[src/hw/rtl/u8u16_pkg.sv]
package u8u16_pkg;

    // Byte classes taken from the top five bits of an input byte.
    localparam logic [2:0] KIND_CONT  = 3'd0;
    localparam logic [2:0] KIND_ASCII = 3'd1;
    localparam logic [2:0] KIND_LEAD2 = 3'd2;
    localparam logic [2:0] KIND_LEAD3 = 3'd3;
    localparam logic [2:0] KIND_LEAD4 = 3'd4;
    localparam logic [2:0] KIND_BAD   = 3'd5;

    localparam logic [15:0] UNIT_QMARK    = 16'h003F;
    localparam logic [15:0] UNIT_HI_BASE  = 16'hD800;
    localparam logic [15:0] UNIT_LO_BASE  = 16'hDC00;
    localparam logic [20:0] CP_SUPP_BASE  = 21'h010000;

    // Up to four code units produced by one byte, in order.
    typedef struct packed {
        logic [3:0][15:0] units;
        logic [2:0]       count;
        logic             str_end;
    } burst_t;

    // Sequence state of the decoder, visible for checking.
    typedef struct packed {
        logic [1:0] need;
        logic [1:0] held;
    } front_stat_t;

endpackage

[src/hw/rtl/utf8_to_utf16_transcoder.sv]
// The first code unit of a byte reaches the output through the queue memory and
// then the output register; further units of the same byte follow one per cycle
// while m_ready is high. The decoder takes one byte per cycle while the queue is
// not full, and the output moves one code unit per cycle while m_ready is high.
// Reset: aresetn is synchronous and active low; it clears the sequence state,
// the queue and the output valid flag.
module utf8_to_utf16_transcoder
    import u8u16_pkg::*;
#(
    parameter int FIFO_DEPTH = 4
) (
    input  logic        aclk,
    input  logic        aresetn,
    input  logic        s_valid,
    output logic        s_ready,
    input  logic [7:0]  s_in_byte,
    input  logic        s_string_end,
    output logic        m_valid,
    input  logic        m_ready,
    output logic [15:0] m_code_unit,
    output logic        m_run_last,
    output logic        m_string_done
);

    // Front decodes each byte into a burst of up to four code units.
    logic        q_full;
    logic        q_push;
    burst_t      q_wdata;
    front_stat_t stat;

    // Queue between decoder and serializer.
    logic        q_valid;
    logic        q_pop;
    burst_t      q_head;

    u8u16_front u_front (
        .aclk         (aclk),
        .aresetn      (aresetn),
        .s_valid      (s_valid),
        .s_ready      (s_ready),
        .s_in_byte    (s_in_byte),
        .s_string_end (s_string_end),
        .q_full       (q_full),
        .q_push       (q_push),
        .q_burst      (q_wdata),
        .stat         (stat)
    );

    // Bursts wait here so the decoder keeps taking bytes while the output drains.
    u8u16_fifo #(
        .DEPTH (FIFO_DEPTH)
    ) u_fifo (
        .aclk      (aclk),
        .aresetn   (aresetn),
        .push      (q_push),
        .push_data (q_wdata),
        .full      (q_full),
        .pop       (q_pop),
        .not_empty (q_valid),
        .head      (q_head)
    );

    // Back end: walk each burst one word at a time into the output register.
    u8u16_back u_back (
        .aclk          (aclk),
        .aresetn       (aresetn),
        .q_valid       (q_valid),
        .q_head        (q_head),
        .q_pop         (q_pop),
        .m_valid       (m_valid),
        .m_ready       (m_ready),
        .m_code_unit   (m_code_unit),
        .m_run_last    (m_run_last),
        .m_string_done (m_string_done)
    );

`ifndef ASSERT_OFF
    // A string end always leaves no sequence open.
    a_end_clears: assert property (@(posedge aclk) disable iff (!aresetn)
        (s_valid && s_ready && s_string_end) |=> (stat.need == 2'd0 && stat.held == 2'd0))
        else $error("sequence state not cleared after string end");

    // An open sequence always holds at least its lead byte.
    a_open_held: assert property (@(posedge aclk) disable iff (!aresetn)
        (stat.need != 2'd0) |-> (stat.held != 2'd0))
        else $error("open sequence with no held bytes");

    // The last word of a string is also the last word of its byte.
    a_done_last: assert property (@(posedge aclk) disable iff (!aresetn)
        (m_valid && m_string_done) |-> m_run_last)
        else $error("string_done without run_last");

    // Never pop an empty queue.
    a_pop_valid: assert property (@(posedge aclk) disable iff (!aresetn)
        q_pop |-> q_valid)
        else $error("queue popped while empty");
`endif

endmodule

[src/hw/rtl/u8u16_front.sv]
module u8u16_front
    import u8u16_pkg::*;
(
    input  logic        aclk,
    input  logic        aresetn,
    input  logic        s_valid,
    output logic        s_ready,
    input  logic [7:0]  s_in_byte,
    input  logic        s_string_end,
    input  logic        q_full,
    output logic        q_push,
    output burst_t      q_burst,
    output front_stat_t stat
);

    logic [20:0] cp_reg,   cp_next;
    logic [1:0]  need_reg, need_next;
    logic [1:0]  held_reg, held_next;

    logic [2:0]  kind;
    logic        take;
    logic [20:0] cp_shift;
    logic [20:0] cp_off;
    logic [1:0]  need_dec;
    logic [1:0]  held_inc;
    logic [2:0]  qcnt;
    logic [1:0]  tail_n;
    logic [15:0] tail0;
    logic [15:0] tail1;
    logic [2:0]  count;

    always_comb begin
        unique case (s_in_byte[7:3]) inside
            5'b0????: kind = KIND_ASCII;
            5'b10???: kind = KIND_CONT;
            5'b110??: kind = KIND_LEAD2;
            5'b1110?: kind = KIND_LEAD3;
            5'b11110: kind = KIND_LEAD4;
            default:  kind = KIND_BAD;
        endcase
    end

    assign s_ready  = !q_full;
    assign take     = s_valid && s_ready;
    assign cp_shift = {cp_reg[14:0], s_in_byte[5:0]};
    assign cp_off   = cp_shift - CP_SUPP_BASE;
    assign need_dec = need_reg - 2'd1;
    assign held_inc = held_reg + 2'd1;

    always_comb begin
        cp_next   = cp_reg;
        need_next = need_reg;
        held_next = held_reg;
        qcnt      = 3'd0;
        tail_n    = 2'd0;
        tail0     = UNIT_QMARK;
        tail1     = UNIT_QMARK;
        if (need_reg != 2'd0 && kind == KIND_CONT) begin
            if (need_dec == 2'd0) begin
                // Sequence complete: one unit or a surrogate pair.
                if (cp_shift < CP_SUPP_BASE) begin
                    tail_n = 2'd1;
                    tail0  = cp_shift[15:0];
                end else begin
                    tail_n = 2'd2;
                    tail0  = UNIT_HI_BASE + {5'd0, cp_off[20:10]};
                    tail1  = UNIT_LO_BASE | {6'd0, cp_off[9:0]};
                end
                cp_next   = '0;
                need_next = 2'd0;
                held_next = 2'd0;
            end else if (s_string_end) begin
                qcnt      = {1'b0, held_inc};
                cp_next   = '0;
                need_next = 2'd0;
                held_next = 2'd0;
            end else begin
                cp_next   = cp_shift;
                need_next = need_dec;
                held_next = held_inc;
            end
        end else begin
            // Flush a broken sequence, then handle the byte afresh.
            if (need_reg != 2'd0) begin
                qcnt = {1'b0, held_reg};
            end
            cp_next   = '0;
            need_next = 2'd0;
            held_next = 2'd0;
            unique case (kind)
                KIND_ASCII: begin
                    tail_n = 2'd1;
                    tail0  = {8'd0, s_in_byte};
                end
                KIND_LEAD2, KIND_LEAD3, KIND_LEAD4: begin
                    if (s_string_end) begin
                        qcnt = qcnt + 3'd1;
                    end else begin
                        need_next = kind[1:0] - 2'd1;
                        held_next = 2'd1;
                        if (kind == KIND_LEAD2) begin
                            cp_next = {16'd0, s_in_byte[4:0]};
                        end else if (kind == KIND_LEAD3) begin
                            cp_next = {17'd0, s_in_byte[3:0]};
                        end else begin
                            cp_next = {18'd0, s_in_byte[2:0]};
                        end
                    end
                end
                default: begin
                    tail_n = 2'd1;
                end
            endcase
        end
    end

    assign count = qcnt + {1'b0, tail_n};

    always_comb begin
        for (int i = 0; i < 4; i++) begin
            if (3'(i) < qcnt) begin
                q_burst.units[i] = UNIT_QMARK;
            end else if (3'(i) - qcnt == 3'd0) begin
                q_burst.units[i] = tail0;
            end else begin
                q_burst.units[i] = tail1;
            end
        end
        q_burst.count   = count;
        q_burst.str_end = s_string_end;
    end

    assign q_push = take && (count != 3'd0);

    assign stat.need = need_reg;
    assign stat.held = held_reg;

    always_ff @(posedge aclk) begin
        if (!aresetn) begin
            cp_reg   <= '0;
            need_reg <= 2'd0;
            held_reg <= 2'd0;
        end else if (take) begin
            cp_reg   <= cp_next;
            need_reg <= need_next;
            held_reg <= held_next;
        end
    end

endmodule

[src/hw/rtl/u8u16_fifo.sv]
module u8u16_fifo
    import u8u16_pkg::*;
#(
    parameter int DEPTH = 4
) (
    input  logic   aclk,
    input  logic   aresetn,
    input  logic   push,
    input  burst_t push_data,
    output logic   full,
    input  logic   pop,
    output logic   not_empty,
    output burst_t head
);

    localparam int PW = $clog2(DEPTH);
    localparam int CW = $clog2(DEPTH + 1);

    burst_t        mem [DEPTH];
    logic [PW-1:0] wr_ptr_reg, rd_ptr_reg;
    logic [CW-1:0] level_reg;

    assign full      = (level_reg == CW'(DEPTH));
    assign not_empty = (level_reg != '0);
    assign head      = mem[rd_ptr_reg];

    always_ff @(posedge aclk) begin
        if (push) begin
            mem[wr_ptr_reg] <= push_data;
        end
    end

    always_ff @(posedge aclk) begin
        if (!aresetn) begin
            wr_ptr_reg <= '0;
            rd_ptr_reg <= '0;
            level_reg  <= '0;
        end else begin
            if (push) begin
                wr_ptr_reg <= (wr_ptr_reg == PW'(DEPTH - 1)) ? '0 : wr_ptr_reg + 1'b1;
            end
            if (pop) begin
                rd_ptr_reg <= (rd_ptr_reg == PW'(DEPTH - 1)) ? '0 : rd_ptr_reg + 1'b1;
            end
            if (push && !pop) begin
                level_reg <= level_reg + 1'b1;
            end else if (pop && !push) begin
                level_reg <= level_reg - 1'b1;
            end
        end
    end

endmodule

[src/hw/rtl/u8u16_back.sv]
module u8u16_back
    import u8u16_pkg::*;
(
    input  logic        aclk,
    input  logic        aresetn,
    input  logic        q_valid,
    input  burst_t      q_head,
    output logic        q_pop,
    output logic        m_valid,
    input  logic        m_ready,
    output logic [15:0] m_code_unit,
    output logic        m_run_last,
    output logic        m_string_done
);

    logic [1:0]  idx_reg;
    logic        m_valid_reg;
    logic [15:0] unit_reg;
    logic        last_reg;
    logic        done_reg;
    logic        emit;
    logic        last;

    assign emit  = q_valid && (!m_valid_reg || m_ready);
    assign last  = ({1'b0, idx_reg} + 3'd1) == q_head.count;
    assign q_pop = emit && last;

    always_ff @(posedge aclk) begin
        if (!aresetn) begin
            idx_reg     <= 2'd0;
            m_valid_reg <= 1'b0;
        end else begin
            if (emit) begin
                idx_reg <= last ? 2'd0 : idx_reg + 2'd1;
            end
            if (emit) begin
                m_valid_reg <= 1'b1;
            end else if (m_ready) begin
                m_valid_reg <= 1'b0;
            end
        end
    end

    always_ff @(posedge aclk) begin
        if (emit) begin
            unit_reg <= q_head.units[idx_reg];
            last_reg <= last;
            done_reg <= last && q_head.str_end;
        end
    end

    assign m_valid       = m_valid_reg;
    assign m_code_unit   = unit_reg;
    assign m_run_last    = last_reg;
    assign m_string_done = done_reg;

endmodule

[config.mk]
export PLATFORM = sky130hd
export DESIGN_NAME = utf8_to_utf16_transcoder
export DESIGN_NICKNAME = d
export VERILOG_FILES = /design/src/hw/rtl/u8u16_pkg.sv /design/src/hw/rtl/utf8_to_utf16_transcoder.sv /design/src/hw/rtl/u8u16_front.sv /design/src/hw/rtl/u8u16_fifo.sv /design/src/hw/rtl/u8u16_back.sv
export SDC_FILE = /design/constraint.sdc
export NUM_CORES = 1
export LEC_CHECK = 0
export BUFFER_PORTS_ARGS = -buffer_cell sky130_fd_sc_hd__buf_2
export CAP_MARGIN = 20
export CELL_PAD_IN_SITES_DETAIL_PLACEMENT = 0
export CELL_PAD_IN_SITES_GLOBAL_PLACEMENT = 2
export CORE_ASPECT_RATIO = 0.8
export CORE_UTILIZATION = 51
export CTS_CLUSTER_SIZE = 8
export DETAILED_ROUTE_END_ITERATION = 8
export PLACE_DENSITY = 0.81
export SYNTH_ARGS = -nofsm -noshare
export SYNTH_HDL_FRONTEND = slang
export SYNTH_SLANG_ARGS = --single-unit
[constraint.sdc]
create_clock -name aclk -period 8.78 [get_ports aclk]
set_input_delay 0.439 -clock aclk [delete_from_list [all_inputs] [get_ports aclk]]
set_output_delay 0.439 -clock aclk [all_outputs]
set_load 0.01 [all_outputs]
======== After elaboration in Yosys (flattened, before gate mapping) ========
Memory sizes are Yosys's and may differ from the RTL's. A register that Yosys moved wholly into a read port is not among the register bits.
Index checks and enable logic that the tools add are counted.
cells by class
  equality and inequality tests ........... 12
  order comparisons ....................... 6
  multiply operators ...................... 0
  shift-type cells ........................ 0
  reduce and logical (&&, ||, !) cells .... 25
  mux-type cells .......................... 57
  bitwise gates (word level) .............. 1
  div/mod/pow operators ................... 0
  add/sub/neg operators ................... 17
operators with widths
  kind                      number
  $mux W16                  15
  $mux W15                  6
  $mux W2                   19
  $bmux W16 S2              1
  $lt A21 B17 Y1 const B    1
  $mux W3                   7
  $sub A21 B17 Y21 const B  1
  $add A15 B12 Y16 const A  1
  $logic_not A3 Y1          5
  $pmux W3 S5               1
  $eq A3 B3 Y1 const B      3
  $add A2 B1 Y2 const B     4
  $logic_and A1 B1 Y1       8
  $mux W8                   1
  $add A3 B1 Y3 const B     2
  $eq A2 B2 Y1 const B      3
  $eq A3 B2 Y1 const B      2
  $lt A1 B3 Y1 const A      2
  $lt A2 B3 Y1 const A      2
  $mux W1                   6
  $reduce_bool A2 Y1        3
  $reduce_bool A3 Y1        2
  $sub A1 B3 Y3 const A     2
  $sub A2 B3 Y3 const A     2
  other kinds (15)          19
word-level totals
  memories kept ........................... 1
  ROM bits ................................ 0
  word-level logic and storage cells ...... 130
  bits in latches ......................... 0
  bits in registers ....................... 47
  bits in writable memories ............... 272
  bits of input ports ..................... 13
memory list
  memory      words  bits a word  read ports  clocked after Yosys merged registers in  write ports  RTL line          source
  u_fifo.mem  4      68           1           1                                        1            u8u16_fifo.sv:19  burst_t mem [DEPTH];

======== Logic depth before layout (Yosys ltp) ========
Gate-level depths: netlist (run 1).
  depth in word-level cells ............... 16
  depth in mapped cells ................... 25
  mapped depth without buffers ............ 23

======== Modules after synthesis ========
A second synthesis (run 1) with hierarchy kept.
second synthesis, totals
  cells, all modules ...................... 728
  area, all modules ....................... 13407.9 sq um
modules (own cells, without submodules)
  module       area an instance (sq um)  times used  sequential area each (sq um)  cells each
  u8u16_fifo   10294.9                   1           8348.0                        400
  u8u16_front  1958.1                    1           380.4                         270
  u8u16_back   1154.9                    1           600.6                         58

======== Least setup slack after synthesis (run 1) ========
Ideal clock, no wire load.
  path kind ............................... input to register
  start ................................... input port s_in_byte[6]
  end ..................................... memory u_fifo.mem[0][0] (netlist name), enable pin
  data arrival time ....................... 5.254 ns
  buffers on the path ..................... 2
  cell stages on the path ................. 20
  library setup time ...................... 0.433 ns
  slack ................................... 3.093 ns
  path through ............................ buf_2 > nand2_1 > nor2_1 > nor2_1 > inv_1 > ha_1 > nor3b_1 > a211oi_2 > o211a_1 > nor3_1 > clkbuf_1 > inv_1 > ha_1 > inv_1 > fa_1 > nor2b_1 > or4b_2 > mux2i_1 > nor3_2 > and2_1
on the way
  longest elaborated chain between the ends .. 11
  elaborated cells between the ends (all ways) .. 20
  classes of those cells .................. 1 x add/sub; 7 x eq/ne; 7 x mux; 5 x reduce/logical
RTL lines
  what                                            RTL line                        source
  start, declared                                 utf8_to_utf16_transcoder.sv:16  input logic [7:0] s_in_byte,
  $eq A5 B5 Y1 (no line) (tied with other cells)  -
  $pmux W3 S5 (*)                                 u8u16_front.sv:33               unique case (s_in_byte[7:3]) inside
  $eq A3 B3 Y1 or $eq A3 B2 Y1 (tied branches)    u8u16_front.sv:90               unique case (kind)
  $reduce_or A3 Y1                                u8u16_front.sv:90
  $mux W3 or $mux W1 (tied branches)              u8u16_front.sv:90
  $mux W3 or $mux W2 (tied branches)              u8u16_front.sv:58               if (need_reg != 2'd0 && kind == KIND_CONT) begin
  $add A3 B2 Y3 (*)                               u8u16_front.sv:117              assign count = qcnt + {1'b0, tail_n};
  $reduce_bool A3 Y1 (*)                          u8u16_front.sv:133              assign q_push = take && (count != 3'd0);
  $logic_and A1 B1 Y1 (*)                         u8u16_front.sv:133
  net q_push                                      utf8_to_utf16_transcoder.sv:27  logic q_push;
  $mux W1 (*)                                     u8u16_fifo.sv:28                if (push) begin
  $mux W1 (implied by the code) (*)               u8u16_fifo.sv:29                mem[wr_ptr_reg] <= push_data;
  end, declared                                   u8u16_fifo.sv:19
The timed path passes the listed nets; every way through them passes the cells marked *.

======== Final worst setup path (run 1) ========
  start ................................... register u_front.need_reg[0]
  end ..................................... register u_fifo.level_reg[2]
on the way
  longest elaborated chain between the ends .. 13
  elaborated cells between the ends (all ways) .. 21
  classes of those cells .................. 3 x add/sub; 9 x mux; 9 x reduce/logical
RTL lines
  what                          RTL line                              source
  start, declared               u8u16_front.sv:17                     logic [1:0] need_reg, need_next;
  start signal, assigned        u8u16_front.sv:145                    need_reg <= need_next;
  $reduce_bool A2 Y1            u8u16_front.sv:58, u8u16_front.sv:84
  $mux W2                       u8u16_front.sv:84                     if (need_reg != 2'd0) begin
  $mux W3                       u8u16_front.sv:58
  $add A3 B1 Y3                 u8u16_front.sv:97                     qcnt = qcnt + 3'd1;
  $mux W3                       u8u16_front.sv:96                     if (s_string_end) begin
  $mux W3                       u8u16_front.sv:90
  $mux W3                       u8u16_front.sv:58
  $add A3 B2 Y3 (*)             u8u16_front.sv:117
  $reduce_bool A3 Y1 (*)        u8u16_front.sv:133
  $logic_and A1 B1 Y1 (*)       u8u16_front.sv:133
  net q_push                    utf8_to_utf16_transcoder.sv:27
  $logic_not A1 Y1              u8u16_fifo.sv:47                      end else if (pop && !push) begin
  $logic_and A1 B1 Y1           u8u16_fifo.sv:47
  $reduce_bool A2 Y1 (no line)  -
  end signal, assigned          u8u16_fifo.sv:46                      level_reg <= level_reg + 1'b1;
  end signal, assigned          u8u16_fifo.sv:48                      level_reg <= level_reg - 1'b1;
  end, declared                 u8u16_fifo.sv:21                      logic [CW-1:0] level_reg;
The timed path passes the listed nets; every way through them passes the cells marked *. The select of a mux whose other input is x is not followed.
A chain may end at the register's enable or synchronous reset.

==> results of run 1 <==
==> critical path: cells and delay by family (launching register included) <==
family	cells	cell delay, ps
flops	1	380
mux	1	80
compound gates	1	200
xor+xnor	1	180
fa+ha+maj	4	1520
buf+inv	3	310
simple gates	7	2700
==> layout by cell type (no fill, tap or decap), types with 3 or more instances in the layout <==
master	count
sky130_fd_sc_hd__edfxtp_1	290
sky130_fd_sc_hd__mux4_2	84
sky130_fd_sc_hd__clkbuf_16	47
sky130_fd_sc_hd__nand2_1	42
sky130_fd_sc_hd__nor2_1	34
sky130_fd_sc_hd__clkbuf_1	34
sky130_fd_sc_hd__buf_2	32
sky130_fd_sc_hd__dfxtp_1	28
sky130_fd_sc_hd__inv_1	27
sky130_fd_sc_hd__nor2b_1	25
sky130_fd_sc_hd__a21oi_1	22
sky130_fd_sc_hd__ha_1	18
sky130_fd_sc_hd__nand3_1	17
sky130_fd_sc_hd__o22ai_1	16
sky130_fd_sc_hd__a22oi_1	13
sky130_fd_sc_hd__nor3_1	10
sky130_fd_sc_hd__o21ai_0	9
sky130_fd_sc_hd__nand2b_1	9
sky130_fd_sc_hd__conb_1	8
sky130_fd_sc_hd__a31oi_1	7
sky130_fd_sc_hd__buf_4	7
sky130_fd_sc_hd__xor2_1	6
sky130_fd_sc_hd__or3b_1	6
sky130_fd_sc_hd__xnor2_1	5
sky130_fd_sc_hd__a21boi_0	5
sky130_fd_sc_hd__a21o_1	4
sky130_fd_sc_hd__nand3b_1	4
sky130_fd_sc_hd__and2_1	4
sky130_fd_sc_hd__and2_4	4
sky130_fd_sc_hd__buf_16	4
sky130_fd_sc_hd__nor3b_1	3
sky130_fd_sc_hd__mux2i_1	3
sky130_fd_sc_hd__o211a_1	3
sky130_fd_sc_hd__nor3_2	3
sky130_fd_sc_hd__or3_1	3
==> worst paths after layout <==
check	end	slack (ps)	start
hold / removal	u_back.m_valid$_SDFFE_PN0P_	250	m_ready
setup reg to reg	u_fifo.level_reg[2]$_SDFFE_PN0P_	3320	u_front.need_reg[0]$_SDFFE_PN0P_
hold reg to reg	u_front.held_reg[1]$_SDFFE_PN0P_	510	u_front.held_reg[1]$_SDFFE_PN0P_
setup / recovery	u_fifo.level_reg[2]$_SDFFE_PN0P_	3320	u_front.need_reg[0]$_SDFFE_PN0P_
==> where the power goes <==
| part | switching, mW | leakage (nW) | internal (mW) |
|---|---|---|---|
| Clock | 0.611 | 0.638 | 0.999 |
| Sequential | 0.0689 | 2.78 | 1.82 |
| Combinational | 0.318 | 1.44 | 0.302 |
==> per-layer routing <==
layer  vias to the layer above  wire, um  share of wire [%]  track usage [%]
met5                         -         0                  0                0
met4                         0       516                1.8             6.00
met3                        46      1820                6.4             3.94
met2                       253     13000                 46             32.8
met1                      3756     13100                 46             32.5
li1                       3259         -                  -                -
==> layout make-up <==
cell class	instances	area, um^2	area share (%)
clock buffer	81	1300	8.39
clock inverter	3	37.5	0.242
inverter	28	105	0.676
multi-input combinational	404	3990	25.7
sequential	321	9340	60.1
tap	357	447	2.87
timing repair buffer	43	323	2.08
==> logic make-up after synthesis <==
| group | count (synthesis) | share of synthesized area, % |
|---|---|---|
| DFF | 321 | 68.7 |
| adders and majority gates | 20 | 1.95 |
| other | 1 | 0.0276 |
| buffers and inverters | 74 | 2.27 |
| AOI/OAI and AO/OA | 100 | 5.14 |
| xor gates and xnor gates | 11 | 0.710 |
| and+or+nand+nor | 178 | 7.04 |
| muxes | 87 | 14.2 |
==> summary.md, run 1 <==
| Metric | Value |
|---|---|
| Outcome | finished, final reports clean |
| Setup repair after global routing missed its margin | no |
| Maximum root-to-sink buffer count | 3 |
| CP cell instances | inv_1 > ha_1 > nor3b_2 > nand2_2 > nor2_2 > inv_2 > fa_1 > nor2b_1 > or4b_2 > mux2i_1 > nor3_2 > ha_1 > inv_1 > fa_1 > xor2_1 > or3_1 > a21boi_0 |
| Count of flip-flops with a built-in enable after synthesis | 290 |
| Resized Gates After CTS | 0 |
| Time the final worst path needs with I/O delays and setup | between 5000 and 6000 ps |
| Worst EP required | approximately 9200 ps |
| Diode count | 0 |
| WHS Path Cells | 4 |
| Setup TNS | 0 ps |
| Netlist area before placement | 13600 um^2 |
| Number of rows created at floorplan | 53 |
| Fin cells | roughly 1200 |
| Share of layout cells above drive strength 1 | between 20% and 30% |
| Crit path kind | flop to flop |
| DR WL/cell | between 20 and 25 um |
| I/O pin count | 33 |
| Leakage power | approximately 5 nW |
| Area Growth Syn to Fin | 14.4% |
| Slew Limit Fails | 0 |
| Hold Slack | 251 ps |
| Tcrit/Tclk final | 62.2% |
| Yosys warns | 0 |
| Port-buffer cells | 32 |
| Portion of the post-synthesis area used by sequential elements | ~70% |
| Antenna-violating nets left | 0 |
| Most frequently used cell type in the post-synthesis netlist | sky130_fd_sc_hd__edfxtp_1 |
| Critical path endpoint category | flop |
| Placed instance area | approximately 14000 um^2 |
| Post-route cell area | approximately 16000 um^2 |
| Top post-synthesis cells by area | sky130_fd_sc_hd__edfxtp_1 64%, sky130_fd_sc_hd__mux4_2 14%, sky130_fd_sc_hd__dfxtp_1 4.6% |
| Area fraction of the dominant cell type after synthesis | 64.1% |
| DP Wirelength | approximately 16 mm |
| Latest clock arrival within the worst-skew pair | 530 ps |
| Number of distinct library cells after synthesis | 66 |
| Fillcell total | approximately 1900 |
| Maximum vdd ir drop | 0.173 mV |
| Post CTS Setup Buffer Count | 0 |
| Commonest cells in the netlist | 290 x sky130_fd_sc_hd__edfxtp_1, 84 x sky130_fd_sc_hd__mux4_2, 42 x sky130_fd_sc_hd__nand2_1, 34 x sky130_fd_sc_hd__nor2_1 |
| Total congestion overflow | 0 |
| Pin count of the biggest net entering global routing | slightly below 70 |
| Highest fanout seen on the critical path | 12 |
| Signal arrival time at the worst endpoint | approximately 5900 ps |
| Antenna violations before repair | 0 |
| Hold crit path type | input pin to flop |
| Maximum clock rate | approximately 180 MHz |
| Via count of the first global-routing pass | ~7500 |
| Via count | between 7000 and 8000 |
| Placer congestion estimate | 0.786 |
| Global-route wire length before repair | about 44 mm |
| Htree depth | 2 |
| Total design power | just over 4 mW |
| Clock Sinks | roughly 320 |
| DRC violation count after routing | 0 |
| Async set or reset register ratio after synthesis | 0% |
| Die area | roughly 27000 um^2 |
| Number of setup violations in the final report | 0 |
| Slew at the pin with the worst max-slew slack | ~1100 ps |
| Synth Area per Inst | roughly 17 um^2 |
| Highest cell delay on the worst timing path | around 840 ps |
| Detail-routed via count per cell | 5.91 |
| CTS tree | done |
| Hold buffer count at CTS | 0 |
| Library cell used as clock root buffer | sky130_fd_sc_hd__clkbuf_16 |
| Clock input transition at the sequential cells of the worst setup and hold paths | around 60 ps |
| Cell type of the slowest stage on the worst timing path | sky130_fd_sc_hd__nor3b_2 |
| Main flop type after synthesis | sky130_fd_sc_hd__edfxtp_1 |
| Number of iterations in the first detailed-routing pass | 5 |
| Setup ws final | about 3300 ps |
| Max-cap violation count | 0 |
| Max FFs per register | 272 |
| Launching element type of the critical path | flop |
| PD cells | about 270 nW/um^2 |
| FF+latch count, synth | 321 |
| Number of endpoints with negative hold slack in the final report | 0 |
| Die height | between 100 and 150 um |
| Number of design-rule violations left by the first detailed-router iteration | around 670 |
| Final clock skew | ~19 ps |
| Effective utilization at floorplan | between 50% and 60% |
| Die width | 184 um |
| Aggregate global-route resource usage | 21.7% |
| Reg2Reg Depth | 17 |
| Yosys top cell by area | sky130_fd_sc_hd__edfxtp_1 |
| Post-Syn Instances | 792 |
| Drt total wl | between 20 and 30 mm |
| Core area | between 20000 and 30000 um^2 |
| Final standard cell utilization of the core | about three fifths |
| Slew HR | approximately 26% |
| Setup Slack @ Placement | about 3000 ps |
| Placed cell count | roughly 1100 |
| Number of clock buffers inserted by TritonCTS | 46 |
| Nets | a little under 900 |
Power figures use the tool's default switching activity.
==> run 2, diff against run 1 <==
--- a/config.mk
+++ b/config.mk
@@ -10,10 +10,10 @@
 export CELL_PAD_IN_SITES_DETAIL_PLACEMENT = 0
 export CELL_PAD_IN_SITES_GLOBAL_PLACEMENT = 2
 export CORE_ASPECT_RATIO = 0.8
-export CORE_UTILIZATION = 51
+export CORE_UTILIZATION = 43
 export CTS_CLUSTER_SIZE = 8
 export DETAILED_ROUTE_END_ITERATION = 8
-export PLACE_DENSITY = 0.81
+export PLACE_DENSITY = 0.73
 export SYNTH_ARGS = -nofsm -noshare
 export SYNTH_HDL_FRONTEND = slang
 export SYNTH_SLANG_ARGS = --single-unit
==> constraint.sdc (replaced) <==
create_clock -name aclk -period 4.8 [get_ports aclk]
set_input_delay 0.24 -clock aclk [delete_from_list [all_inputs] [get_ports aclk]]
set_output_delay 0.24 -clock aclk [all_outputs]
set_load 0.01 [all_outputs]
==> run 2 against run 1 <==
Critical path type is now input pin to flop. Count of clock-buffer cells in the layout down 5. Largest cell class unchanged. Sequential share of layout area fell by 1.5 points. Wire length is 8.0% higher. Combinational power is 94% higher.
==> summary.md, run 2 (synthesis gave the netlist of run 1 again) <==
| Metric | Value |
|---|---|
| Number of rows created at floorplan | 57 |
| DP Wirelength | around 19 mm |
| DRC violation count after routing | 0 |
| Highest fanout seen on the critical path | 5 |
| Setup ws final | between 300 and 400 ps |
| Hold crit path type | input pin to flop |
| Global-route wire length before repair | roughly 47 mm |
| Number of clock buffers inserted by TritonCTS | between 40 and 50 |
| Number of endpoints with negative hold slack in the final report | 0 |
| Slew Limit Fails | 0 |
| Total congestion overflow | 0 |
| Latest clock arrival within the worst-skew pair | 540 ps |
| Antenna-violating nets left | 0 |
| Htree depth | 2 |
| Setup repair after global routing missed its margin | no |
| Library cell used as clock root buffer | sky130_fd_sc_hd__clkbuf_16 |
| Maximum root-to-sink buffer count | 3 |
| Aggregate global-route resource usage | about a fifth |
| Commonest cells after routing, fill and taps aside | 290 x sky130_fd_sc_hd__edfxtp_1, 84 x sky130_fd_sc_hd__mux4_2, 49 x sky130_fd_sc_hd__clkbuf_16 |
| Highest cell delay on the worst timing path | around 590 ps |
| Die width | 201 um |
| Outcome | finished, final reports clean |
| Worst EP required | between 5000 and 6000 ps |
| Via count of the first global-routing pass | 7862 |
| Area Growth Syn to Fin | 17.3% |
| Signal arrival time at the worst endpoint | 4860 ps |
| Pin count of the biggest net entering global routing | about 60 |
| Launching element type of the critical path | input pin |
| Die height | around 160 um |
| Clock Sinks | 321 |
| Cell type with the highest occurrence count on the critical path | sky130_fd_sc_hd__inv_1 |
| Tcrit/Tclk final | 91.7% |
| Number of iterations in the first detailed-routing pass | 5 |
| Nets | slightly above 900 |
| Drt total wl | between 30 and 40 mm |
| Placer congestion estimate | roughly 0.76 |
| Maximum vdd ir drop | 0.333 mV |
| Die area | between 30000 and 40000 um^2 |
| Port-buffer cells | 32 |
| Cell type of the slowest stage on the worst timing path | sky130_fd_sc_hd__or4b_2 |
| Max FFs per register | around 270 |
| Slew HR | between 20% and 30% |
| Commonest non-fill, non-tap cell in the layout | sky130_fd_sc_hd__edfxtp_1 |
| Post CTS Setup Buffer Count | 0 |
| PD cells | slightly below 500 nW/um^2 |
| Effective utilization at floorplan | approximately 44% |
| Via count | about 7400 |
| Setup Slack @ Placement | -229 ps |
| Antenna violations before repair | 0 |
| Share of layout cells above drive strength 1 | between 20% and 30% |
| Hold Slack | 69.0 ps |
| Detail-routed via count per cell | around 5.6 |
| Maximum clock rate | ~230 MHz |
| Leakage power | just over 5 nW |
| Max-cap violation count | 0 |
| CTS tree | done |
| Critical path endpoint category | flop |
| DR WL/cell | around 23 um |
| Slew at the pin with the worst max-slew slack | roughly 1100 ps |
| Number of design-rule violations left by the first detailed-router iteration | 565 |
| CP cell instances | buf_2 > nor2b_1 > buf_4 > nor2_1 > nor2_1 > inv_1 > ha_1 > nor3b_2 > a211oi_4 > buf_4 > a21bo_2 > a22oi_4 > inv_1 > fa_1 > nor2b_2 > or4b_2 > mux2i_1 > nor3_2 > ha_1 > inv_1 > fa_1 > xor2_1 > or3_1 > a21boi_0 |
| Core area | approximately 30000 um^2 |
| Clock input transition at the sequential cells of the worst setup and hold paths | ~50 ps |
| Time the final worst path needs with I/O delays and setup | between 4000 and 5000 ps |
| I/O pin count | 33 |
| Number of setup violations in the final report | 0 |
| Crit path kind | input pin to flop |
| Diode count | 0 |
| Final clock skew | 21.3 ps |
-- run 2: cell count changes in the layout (fill, tap and decap cells not counted), sizes merged --
cell         previous run  this run
buf                    43        80
clkbuf                 81        76
inv                    30        28
dlygate4sd3             0         1
-- run 2: report_power, final --
group	total [mW]	switching [mW]	internal [mW]
combinational	1.20	0.617	0.586
sequential	3.47	0.133	3.34
clock	2.98	1.11	1.87
total	7.65	1.86	5.79
-- run 2: final cells by class --
cell class	instances	area, um^2
fill	2466	14800
sequential	321	9330
multi-input combinational	404	4000
clock buffer	76	1340
timing repair buffer	81	631
tap	413	517
inverter	28	105
clock inverter	1	5.00
-- run 2: layer usage --
| metal | vias to the layer above | GRT usage (%) | routed length, um |
|---|---|---|---|
| met2 | 193 | 31.3 | 14400 |
| met5 | - | 0 | 0 |
| met1 | 3885 | 27.6 | 14100 |
| met4 | 0 | 6.73 | 794 |
| li1 | 3310 | - | - |
| met3 | 52 | 3.59 | 1390 |
-- run 2: worst max-delay path, delay by kind of cell --
kind	cells	cell delay, ps
and+or+nand+nor	8	1810
AOI/OAI and AO/OA	4	630
xor gates and xnor gates	1	70
muxes	1	180
adders and majority gates	4	1220
buffers and inverters	6	680
-- run 2: per-stage QoR --
stage	TNS, ps	std cells	instance area (um^2)	total power [mW]	util [%]
2_1_floorplan	0	799	13600	4.30	-
3_3_place_gp	-11.0	1246	14600	4.72	47.4
3_5_place_dp	-307	1246	14600	4.74	47.4
4_1_cts	0	1324	15900	7.75	51.8
5_1_grt	0	1324	15900	7.96	51.8
6_report	0	1324	15900	7.65	51.8
-- run 2: final timing paths --
path,end,start,depth (start not counted),slack (ps)
min,u_front.cp_reg[0]$_SDFFE_PN0P_,s_in_byte[0],3,70
max,u_fifo.level_reg[2]$_SDFFE_PN0P_,s_in_byte[4],24,400
min reg2reg,u_back.m_valid$_SDFFE_PN0P_,u_back.m_valid$_SDFFE_PN0P_,2,510
max reg2reg,u_fifo.level_reg[2]$_SDFFE_PN0P_,u_front.need_reg[0]$_SDFFE_PN0P_,20,420
-- run 2: repair_timing --
item,4_1_cts,5_1_grt
hold endpoints to repair,1,0
hold buffers,1,0
endpoints found under the setup margin,0,2
resized for setup,0,4
